===== src/hdl/nvr_pkg.sv =====
// Package for the normal vector renormalizer: item record and constants.
// Used by every module of the block; depends on nothing.
package nvr_pkg;

    localparam int unsigned NumChan  = 3;
    localparam int unsigned ChanW    = 8;
    localparam int unsigned CompW    = ChanW + 1;
    localparam int unsigned SqW      = 16;
    localparam int unsigned SumW     = 16;
    localparam int unsigned RhsW     = 30;
    localparam int unsigned LhsW     = 32;
    localparam logic [ChanW-1:0] Center     = 8'd127;
    localparam logic [ChanW-1:0] TwiceScale = 8'd254;

    // One pixel on its way down the pipeline
    typedef struct packed {
        logic [NumChan-1:0][ChanW-1:0] c;    // raw input bytes
        logic [NumChan-1:0][CompW-1:0] a;    // biased component, two's complement
        logic [NumChan-1:0][SqW-1:0]   sq;   // square of |2*cand-255| for the candidate under test
        logic [NumChan-1:0]            tpos; // candidate offset is positive
        logic [NumChan-1:0][RhsW-1:0]  r;    // (254*|a|)^2
        logic [NumChan-1:0][ChanW-1:0] n;    // code found so far
        logic [NumChan-1:0][ChanW-1:0] cand; // candidate under test
        logic [SumW-1:0]               s;    // squared length
        logic                          zero; // zero vector
    } t_item;

endpackage


===== src/hdl/nvr_prep.sv =====
// Front end: bias the bytes, square the components, form S and (254*|a|)^2.
// Two register stages; depends on nvr_pkg.
module nvr_prep (
    input  logic                 i_clk,
    input  logic                 i_rst_n,
    input  logic                 i_en,
    input  logic                 i_vld,
    input  logic [7:0]           i_red,
    input  logic [7:0]           i_green,
    input  logic [7:0]           i_blue,
    output logic                 o_vld,
    output nvr_pkg::t_item       o_item
);

    logic                                              r_vld1;
    logic [nvr_pkg::NumChan-1:0][nvr_pkg::ChanW-1:0]   r_c1;
    logic [nvr_pkg::NumChan-1:0][nvr_pkg::CompW-1:0]   r_a1;
    logic [nvr_pkg::NumChan-1:0][nvr_pkg::SqW-1:0]     r_asq1;
    logic [nvr_pkg::NumChan-1:0][14:0]                 r_m1;
    logic [nvr_pkg::NumChan-1:0][nvr_pkg::ChanW-1:0]   n_c;
    logic [nvr_pkg::NumChan-1:0][nvr_pkg::CompW-1:0]   n_a;
    logic [nvr_pkg::NumChan-1:0][nvr_pkg::SqW-1:0]     n_asq;
    logic [nvr_pkg::NumChan-1:0][14:0]                 n_m;
    logic                                              r_vld2;
    nvr_pkg::t_item                                    r_item2;
    nvr_pkg::t_item                                    n_item2;
    logic [nvr_pkg::SumW:0]                            sum;

    // Stage one: bias, magnitude, square and scaled magnitude
    always_comb begin
        logic [nvr_pkg::CompW-1:0] neg;
        logic [nvr_pkg::ChanW-1:0] am;
        n_c = {i_blue, i_green, i_red};
        for (int i = 0; i < nvr_pkg::NumChan; i++) begin
            n_a[i]   = {1'b0, n_c[i]} - {1'b0, nvr_pkg::Center};
            neg      = '0 - n_a[i];
            am       = n_a[i][nvr_pkg::CompW-1] ? neg[nvr_pkg::ChanW-1:0]
                                                : n_a[i][nvr_pkg::ChanW-1:0];
            n_asq[i] = am * am;
            n_m[i]   = 15'(nvr_pkg::TwiceScale * am);
        end
    end

    always_ff @(posedge i_clk) begin
        if (!i_rst_n) begin
            r_vld1 <= 1'b0;
        end else if (i_en) begin
            r_vld1 <= i_vld;
        end
    end

    always_ff @(posedge i_clk) begin
        if (i_en) begin
            r_c1   <= n_c;
            r_a1   <= n_a;
            r_asq1 <= n_asq;
            r_m1   <= n_m;
        end
    end

    // Stage two: squared length and right-hand side of the compare
    always_comb begin
        sum = {1'b0, r_asq1[0]} + {1'b0, r_asq1[1]} + {1'b0, r_asq1[2]};
        n_item2      = '0;
        n_item2.c    = r_c1;
        n_item2.a    = r_a1;
        n_item2.s    = sum[nvr_pkg::SumW-1:0];
        n_item2.zero = (sum == '0);
        for (int i = 0; i < nvr_pkg::NumChan; i++) begin
            n_item2.r[i] = r_m1[i] * r_m1[i];
        end
    end

    always_ff @(posedge i_clk) begin
        if (!i_rst_n) begin
            r_vld2 <= 1'b0;
        end else if (i_en) begin
            r_vld2 <= r_vld1;
        end
    end

    always_ff @(posedge i_clk) begin
        if (i_en) begin
            r_item2 <= n_item2;
        end
    end

    assign o_vld  = r_vld2;
    assign o_item = r_item2;

endmodule


===== config.mk =====
export PLATFORM = sky130hd
export DESIGN_NAME = nvr_prep
export DESIGN_NICKNAME = d
export VERILOG_FILES = /design/src/hdl/nvr_pkg.sv /design/src/hdl/nvr_prep.sv
export SDC_FILE = /design/constraint.sdc
export NUM_CORES = 2
export LEC_CHECK = 0
export BUFFER_PORTS_ARGS = -buffer_cell sky130_fd_sc_hd__buf_2
export CORE_ASPECT_RATIO = 2
export CORE_MARGIN = 3
export CORE_UTILIZATION = 46
export DETAILED_ROUTE_END_ITERATION = 6
export GPL_TIMING_DRIVEN = 1
export PLACE_DENSITY = 0.7
export SLEW_MARGIN = 20
export SYNTH_ARGS = -nofsm -noshare
export SYNTH_HDL_FRONTEND = slang
export SYNTH_SLANG_ARGS = --single-unit

===== constraint.sdc =====
create_clock -name i_clk -period 19.2 [get_ports i_clk]
set_input_delay 2.88 -clock i_clk [delete_from_list [all_inputs] [get_ports i_clk]]
set_output_delay 2.88 -clock i_clk [all_outputs]
set_load 0.02 [all_outputs]

==> run summary <==
Clock Tree Root = clkbuf_16
synthesis-stage register bit count = 286
final hold viol count = 0
Critical Path Sink Type = flop
antenna diode count = 0
chain of cells forming the critical path = buf_2, ha_1, and2_1, nand2_1, nand2b_1, nor2_1, xnor2_1, inv_1, fa_1, inv_1, ha_1, fa_1, inv_1, fa_1, inv_1, ha_1, inv_1, o21bai_1, a21o_1, a21oi_1, o21ai_0, o41ai_1, xnor3_1
Buf+Inv Stages, Crit Path = 6
Die X = 204 um
Distinct cells, synth = 67
Worst EP arrival = 8.78 ns
Mapped Avg Cell Area = 10.5 sq um
GRT overflow = 0
CP max FO = 18
initial antenna violation count = 0
Fin Setup TNS = 0 ns
Worst-Margin Slew = 0.918 ns
cells after synthesis = 3444
met2 wire len = 40.9 mm
Startpoint Class = input pin
slowest stage delay, CP = 0.61 ns
insertion delay to the later sink of the worst-skew pair = 0.60 ns
post-synthesis instance area = 36100 sq um
Synth Warn # = 0
top_reg_cell synth = edfxtp_1
CTS tree = yes
run status = finished clean
Worst Path Required = 19.53 ns
pins over their slew limit = 0
DPL Wire Length = 60.7 mm
GPL Wtd Cong = 0.856
WP depth = 23
min-delay src = n_item2[223]
Starting Density = 46.6%
Crit Path Category = in -> reg
Top Family by Delay on Critical Path = adder cells
largest net degree at the start of global routing = 126
Achievable Freq = 0.118 GHz
post-route ant nets = 0
hold path cells = 0
most used cell, CP = inv_1
worst reg-to-reg path cell count = 21
first-pass GRT wire length = 123 mm
nets = 4618
RR Startpoint = r_m1[18]
slowest stage cell, crit path = fa_1
port bufs = 177
Worst Hold Class = reg -> reg
drt pass-1 iters = 7
crit path from = i_blue[0]
Worst slew margin = 38.8%
Synth top area share = 28.2%
CTS H-tree lvls = 1
post-synthesis sequential area ratio = 23.7%
DRC Markers = 0
unrepaired setup endpoints after global routing = no
FFs w/ async S/R, synth = 0%
wire per inst = 15.7 um
Worst R2R Setup Slack = 12.05 ns
Vias/cell = 4.98
wire length on met1 = 27.2 mm
Clock transition at path regs = 0.06 ns
clock skew = 0.0191 ns
synth top area cells = fa_1, edfxtp_1, ha_1
initial DRC count = 867
Ports = 286
vias in the first global route = 25400
Worst Hold End = o_item[223]
Hold Buf Count CTS = 0
Sink Count = 286
commonest non-fill, non-tap cell in the layout = inv_1
via count of the routed design = 23200
Max Used Layer = met4
maxcap violations = 0
Die ar. = 82100 sq um
row count = 144
maximum root-to-sink buffer count = 3
Routed WL = 73.2 mm
share of cells above drive strength 1 = 7.43%
setup violators final = 0
RR Endpoint = o_item[122]
met3 wire length = 2.65 mm
EDFF count, synth = 284
height of the die = 402 um
commonest cells after routing, fill and taps aside = inv_1, fa_1, ha_1
GRT Total Usage = 18.4%
# Post-CTS Setup Buffers = 0
P&R area growth vs syn = 7.37%
cell accounting for the most synthesized area = fa_1
crit path time final = 8.45 ns
# resized after CTS = 0
total core area = 77500 sq um
cts bufs inserted = 30
fin crit share = 44.0%
[flip-flops by register name, indices dropped and copies added, names as in the netlist]
signal,count
r_m1,39
r_asq1,45
n_item2,51
o_vld,1
o_item,149
r_vld1,1
[worst max path at each step]
stage,slack (ns),end
2_1_floorplan,10.95,r_asq1[31]
3_3_place_gp,10.24,r_m1[44]
3_5_place_dp,10.13,r_m1[44]
4_1_cts,10.79,r_m1[44]
5_1_grt,10.33,r_m1[44]
6_report,10.75,r_m1[44]
[worst register-to-register path: stages, from the launching register on]
cell and delay [ns]:
edfxtp_1 0.70, inv_1 0.25, nor2_1 0.31, fa_1 0.47
inv_1 0.08, fa_1 0.41, inv_1 0.11, fa_1 0.45
fa_1 0.50, fa_1 0.49, inv_1 0.05, fa_1 0.49
inv_1 0.04, ha_1 0.36, a211o_1 0.31, a211oi_1 0.44
a211oi_1 0.19, o21a_1 0.22, o31a_1 0.32, a311oi_1 0.38
nor3_1 0.14, xor2_1 0.16
[synth_stat cells, drive strengths merged (3+ instances only)]
cell     count
a2111oi      3
a211o        3
a211oi      10
a21o        51
a21oi      127
a311oi       3
a31o         3
a31oi       14
a41oi        4
and2       119
and3        24
and4         3
buf        108
clkbuf      59
edfxtp     284
fa         509
ha         473
inv        785
mux2         3
mux2i        3
nand2      199
nand2b      14
nand3       42
nand3b       3
nand4        9
nor2       141
nor2b       21
nor3        36
o211ai       4
o21a        10
o21ai       40
o21bai      37
o31a         5
o31ai        4
o41ai        8
or2         14
or4          3
or4b         3
xnor2      178
xor2        54
[stage by stage]
stage	setup slack [ns]	util [%]	hold WS [ns]	cells	cell area, sq um
after floorplan	10.95	-	0.400	3554	36500
after global placement	10.24	48.7	0.401	4598	37800
after detailed placement	10.13	48.7	0.405	4598	37800
after CTS	10.79	50.0	0.420	4654	38800
after global routing	10.33	50.0	0.426	4654	38800
final	10.75	50.0	0.419	4654	38800
[logic make-up (layout without fill, tap and decap cells)]
family                   after synthesis  in the layout  synth area share [%]
adder cells (fa/ha/maj)              982            982                  44.6
AND/OR/NAND/NOR                      638            638                  8.52
other                                  1            111                0.0104
multiplexers                           6              6                 0.177
XOR/XNOR                             233            233                  5.69
flip-flops                           286            286                  23.7
buffers and inverters                952           1030                  11.0
AO/OA/AOI/OAI                        346            346                  6.21
[per-layer routing]
| layer | GRT usage (%) | vias to the layer above |
|---|---|---|
| met5 | 0 | - |
| met4 | 6.44 | 0 |
| met3 | 1.80 | 133 |
| met2 | 36.1 | 448 |
| met1 | 20.3 | 11600 |
| li1 | - | 11000 |
[final cells by class]
cell class	instances	area, sq um
multi-input cells	2316	24000
fillers	7043	38700
inverters	785	2950
repair buffers	189	998
flip-flops and latches	286	8570
clock inverters	25	248
clock buffers	31	754
well taps	1022	1280
Power is not shown: default switching activity piles up to over one toggle a cycle in this logic, so the estimate is an artifact.
