--- src/hdl/nvr_pkg.sv ---
// Package for the normal vector renormalizer: item record and constants.
// Used by every module of the block; depends on nothing.
package nvr_pkg;

    localparam int unsigned NumChan  = 3;
    localparam int unsigned ChanW    = 8;
    localparam int unsigned CompW    = ChanW + 1;
    localparam int unsigned SqW      = 16;
    localparam int unsigned SumW     = 16;
    localparam int unsigned RhsW     = 30;
    localparam int unsigned LhsW     = 32;
    localparam logic [ChanW-1:0] Center     = 8'd127;
    localparam logic [ChanW-1:0] TwiceScale = 8'd254;

    // One pixel on its way down the pipeline
    typedef struct packed {
        logic [NumChan-1:0][ChanW-1:0] c;    // raw input bytes
        logic [NumChan-1:0][CompW-1:0] a;    // biased component, two's complement
        logic [NumChan-1:0][SqW-1:0]   sq;   // square of |2*cand-255| for the candidate under test
        logic [NumChan-1:0]            tpos; // candidate offset is positive
        logic [NumChan-1:0][RhsW-1:0]  r;    // (254*|a|)^2
        logic [NumChan-1:0][ChanW-1:0] n;    // code found so far
        logic [NumChan-1:0][ChanW-1:0] cand; // candidate under test
        logic [SumW-1:0]               s;    // squared length
        logic                          zero; // zero vector
    } t_item;

endpackage

--- src/hdl/nvr_bit_stage.sv ---
// One bit of the code search for all three channels, in two register stages:
// square the candidate offset, then compare t^2*S against (254*a)^2.
// Depends on nvr_pkg.
module nvr_bit_stage (
    input  logic           i_clk,
    input  logic           i_rst_n,
    input  logic           i_en,
    input  logic [2:0]     i_bit,
    input  logic           i_vld,
    input  nvr_pkg::t_item i_item,
    output logic           o_vld,
    output nvr_pkg::t_item o_item
);

    logic           r_vld1;
    nvr_pkg::t_item r_item1;
    nvr_pkg::t_item n_item1;
    logic           r_vld2;
    nvr_pkg::t_item r_item2;
    nvr_pkg::t_item n_item2;

    // Build candidate and square its offset from the center code
    always_comb begin
        logic [9:0] tt;
        logic [9:0] tneg;
        logic [7:0] tm;
        n_item1 = i_item;
        for (int i = 0; i < nvr_pkg::NumChan; i++) begin
            n_item1.cand[i]     = i_item.n[i] | (8'd1 << i_bit);
            tt                  = {1'b0, n_item1.cand[i], 1'b0} - 10'd255;
            tneg                = 10'd0 - tt;
            n_item1.tpos[i]     = !tt[9];
            tm                  = tt[9] ? tneg[7:0] : tt[7:0];
            n_item1.sq[i]       = tm * tm;
        end
    end

    always_ff @(posedge i_clk) begin
        if (!i_rst_n) begin
            r_vld1 <= 1'b0;
        end else if (i_en) begin
            r_vld1 <= i_vld;
        end
    end

    always_ff @(posedge i_clk) begin
        if (i_en) begin
            r_item1 <= n_item1;
        end
    end

    // Keep the candidate when its decision level sits at or below the value
    always_comb begin
        logic [nvr_pkg::LhsW-1:0] lhs;
        logic                     aneg;
        logic                     keep;
        n_item2 = r_item1;
        for (int i = 0; i < nvr_pkg::NumChan; i++) begin
            lhs  = r_item1.sq[i] * r_item1.s;
            aneg = r_item1.a[i][nvr_pkg::CompW-1];
            if (r_item1.tpos[i]) begin
                keep = !aneg && (lhs <= {2'b00, r_item1.r[i]});
            end else begin
                keep = !aneg || (lhs >= {2'b00, r_item1.r[i]});
            end
            n_item2.n[i] = keep ? r_item1.cand[i] : r_item1.n[i];
        end
    end

    always_ff @(posedge i_clk) begin
        if (!i_rst_n) begin
            r_vld2 <= 1'b0;
        end else if (i_en) begin
            r_vld2 <= r_vld1;
        end
    end

    always_ff @(posedge i_clk) begin
        if (i_en) begin
            r_item2 <= n_item2;
        end
    end

    assign o_vld  = r_vld2;
    assign o_item = r_item2;

    // Bits below the one under test are still clear after this stage
    a_low_clear: assert property (@(posedge i_clk) disable iff (!i_rst_n)
        r_vld2 |-> (((r_item2.n[0] | r_item2.n[1] | r_item2.n[2])
                     & ((8'd1 << i_bit) - 8'd1)) == 8'd0))
        else $error("search set a bit below the current one");

    // Only the bit under test may change
    a_one_bit: assert property (@(posedge i_clk) disable iff (!i_rst_n)
        r_vld1 |-> ((((n_item2.n[0] ^ r_item1.n[0]) | (n_item2.n[1] ^ r_item1.n[1])
                     | (n_item2.n[2] ^ r_item1.n[2])) & ~(8'd1 << i_bit)) == 8'd0))
        else $error("search changed a bit other than the current one");

    // Zero vectors never reach the compare with a nonzero length
    a_zero_len: assert property (@(posedge i_clk) disable iff (!i_rst_n)
        r_vld1 |-> (r_item1.zero == (r_item1.s == '0)))
        else $error("zero flag disagrees with squared length");

endmodule

--- config.mk ---
export PLATFORM = sky130hd
export DESIGN_NAME = nvr_bit_stage
export DESIGN_NICKNAME = d
export VERILOG_FILES = /design/src/hdl/nvr_pkg.sv /design/src/hdl/nvr_bit_stage.sv
export SDC_FILE = /design/constraint.sdc
export NUM_CORES = 2
export LEC_CHECK = 0
export ABC_AREA = 1
export BUFFER_PORTS_ARGS = -buffer_cell sky130_fd_sc_hd__buf_2
export CAP_MARGIN = 20
export CORE_UTILIZATION = 55
export DETAILED_ROUTE_END_ITERATION = 12
export HOLD_SLACK_MARGIN = 0.03
export PLACE_DENSITY = 0.79
export SLEW_MARGIN = 20
export SYNTH_ARGS = -nofsm -noshare
export SYNTH_HDL_FRONTEND = slang
export SYNTH_SLANG_ARGS = --single-unit
export TNS_END_PERCENT = 20
--- constraint.sdc ---
create_clock -name i_clk -period 6.5 [get_ports i_clk]
set_input_delay 0.975 -clock i_clk [delete_from_list [all_inputs] [get_ports i_clk]]
set_output_delay 0.975 -clock i_clk [all_outputs]
set_load 0.05 [all_outputs]
==> summary.txt <==
Global routing
  • GRT Residual Overflow: 0
  • Total global routing track utilization: 0.275
  • Antenna violations before repair: 3
  • Vias in the first global route: 36.4k
  • First-pass GRT wire length: around 190,000 µm
  • Largest net degree at the start of global routing: 151

Critical path
  • Critical Path Fanout Max: 9
  • Worst Path Required: ~6.9 ns
  • Crit path kind: flip-flop to flip-flop
  • CP endpoint kind: flip-flop
  • Critical path arrival: 7.73 ns
  • Most frequent CP cell: nand2_1
  • Crit path launch type: flip-flop
  • Worst r2r path cells: 37
  • Largest stage delay, worst path: between 0.6 and 0.7 ns
  • Worst reg-to-reg setup slack: -0.82 ns
  • Crit-path slowest cell: fa_2

Clock tree
  • Clk Latency, worst-skew pair: about 0.66 ns
  • Hold_buf cts: 0
  • CTS tree: done
  • H-tree levels: 2
  • Clk sink count: around 500
  • Clock-pin slew on the worst setup and hold paths: roughly 0.060 ns
  • Clock buffer depth: 3
  • CTS Root Cell: clkbuf_16
  • Cts bufs inserted: between 50 and 60

Status
  • Violated checks: setup timing
  • Outcome: finished, violations left

Die
  • Vert. Die Dim: 295 µm
  • Site Rows: between 100 and 150
  • Core Area: roughly 85,000 µm²
  • Die area: ~87,000 µm²
  • Die Wd: about 300 µm
  • # IOs: 522
  • Initial core utilization: 0.555

STA
  • Least-Margin Pin Slew: 0.903 ns
  • Final setup TNS: -17.92 ns
  • Hold Fails Final Rpt: 0
  • RSZ-0062 raised after global routing: true
  • Period Utilization, post-route: 1.13
  • Max transition margin: 0.398
  • Final Max Slew Viols: 0
  • Layout Skew: 0.0326 ns
  • Fmax: between 100 and 150 MHz
  • Final setup violation count: 24
  • Final WS setup: -0.821 ns
  • Min Tclk post-route: ~7.3 ns

Worst hold path
  • Hold Crit Depth: 0
  • Hold crit path type: flip-flop to flip-flop

Drt
  • Final ANT Viol Nets: 0
  • WL/cell: between 15 and 20 µm
  • Via count: 34.7k
  • Via-to-Cell Ratio: 5.07
  • Top Layer Used: met4
  • WL met2: 58,200 µm
  • Routed WL: 117,000 µm
  • Detailed Route Iter0 Violations: 2,117
  • M1 WL: 45,200 µm
  • DRC viols: 0
  • Met3 wire length: between 9000 and 10,000 µm
  • DR pass1 iterations: 7

Layout
  • Fin nets: between 7k and 8k
  • Commonest cells after routing, fill and taps aside: 1,276 x inv_1, 1,053 x nand2_1, 609 x fa_1
  • Final Non-Filler Cells: 6,837
  • Commonest non-fill, non-tap cell in the layout: inv_1
  • Share of layout cells above drive strength 1: 0.209
  • # fillers: ~6.2k
  • Final instance area: 56,900 µm²
  • Area grow syn2layout: 20.7%

Yosys
  • Cell Area, Synth: roughly 47,000 µm²
  • Library cells used by synthesis: 39
  • Ys async rst share: 0
  • Main synth FF type: edfxtp_1
  • Synth Instances: about 4.8k
  • #FFs+latches synth: ~500
  • Average size of a mapped cell: slightly below 10 µm²
  • Register area share after synthesis: 0.317
  • Post-synth EDFFs: ~500
  • Yosys warns: 0

Placed design
  • Final GP Congestion: roughly 0.94
  • DP Wirelength: roughly 93,000 µm
  • Placed Instances: approximately 6.7k
  • Post-DP Area: between 50,000 and 60,000 µm²
  • IO Port Bufs: 440

Job
  • Max-Cap Viols: 0
-- worst paths after layout --
path / from / endpoint
max reg2reg: n_item2[3] / o_item[50]
min reg2reg: n_item2[251] / o_item[251]
max: n_item2[3] / o_item[50]
min: n_item2[251] / o_item[251]
-- routing by layer --
metal / track usage / vias to the layer above
met5: 0 / -
li1: - / 16200
met4: 0.101 / 0
met2: 0.477 / 1326
met3: 0.0566 / 254
met1: 0.337 / 16900
-- sequential cells by signal, indices dropped and copies added, names as in the netlist --
register and count:
n_item2 224, o_item 248, o_vld 1, r_item1 24, r_vld1 1
-- Yosys cell counts (2+ instances only) --
cell type	number	area [µm²]
o211ai_1	2	15.0
fa_1	612	12300
o21ai_0	24	120
nand2_1	1074	4030
a221oi_1	6	52.6
a21o_1	16	120
xor2_1	78	683
nand3_1	76	380
conb_1	2	7.51
nand2_2	17	106
a211oi_1	3	22.5
nor4_1	4	25.0
a31o_2	4	35.0
a21oi_1	124	621
a21oi_2	2	17.5
nand3_2	8	80.1
ha_1	501	6270
a31oi_1	24	150
nor2_2	7	43.8
nand4_1	16	100
o2111ai_1	5	43.8
dfxtp_1	2	40.0
buf_4	9	67.6
nor3_1	4	20.0
nand2_4	9	101
o21a_1	2	15.0
xnor2_1	77	674
inv_1	1288	4830
nor3_2	2	20.0
nor2_1	144	541
clkbuf_1	167	627
edfxtp_1	496	14900
o21bai_1	11	82.6
-- cells by family (layout without fill, tap and decap cells) --
family                   after synthesis  count (layout)  synth area share
AO/OA/AOI/OAI                        224             224            0.0277
buffers and inverters               1464            2329             0.117
other                                  2               7          0.000159
flip-flops                           498             498             0.317
adder cells (fa/ha/maj)             1113            1113             0.393
XOR/XNOR                             155             155            0.0288
AND/OR/NAND/NOR                     1366            1367             0.117
-- final cells by class --
cell class	count	area, µm²	area share
inverter	1288	4830	0.0850
clock inverter	42	413	0.00726
sequential	498	14900	0.262
timing repair buffer	940	6520	0.115
antenna	1	2.50	0.0000440
clock buffer	59	1410	0.0248
tap	1144	1430	0.0252
multi-input combinational	2865	27400	0.481
-- worst max-delay path, delay by kind of cell, from the launching register on --
| family | cells | cell delay, ns |
|---|---|---|
| simple gates | 17 | 1.50 |
| flops | 1 | 0.48 |
| buf+inv | 7 | 0.78 |
| compound gates | 4 | 0.58 |
| fa+ha+maj | 8 | 3.48 |
| xor+xnor | 1 | 0.24 |
-- per-stage QoR --
stage / util / hold slack, ns / worst slack [ns]
global route: 0.669 / 0.410 / -1.11
detailed placement: 0.637 / 0.405 / -0.940
finish: 0.669 / 0.417 / -0.821
CTS: 0.666 / 0.416 / -0.781
floorplan: - / 0.400 / -0.294
global placement: 0.637 / 0.400 / -0.849
-- what timing repair did --
action / in CTS / in global routing
resized for setup: 69 / 43
pin swaps: 56 / 51
buffers inserted: 35 / 9
setup endpoints to repair: 24 / 24
gates cloned: 1 / 2
Power is left out: the tool's default activity adds up to more than one toggle a clock period on the data nets, which glitch-free logic cannot reach.
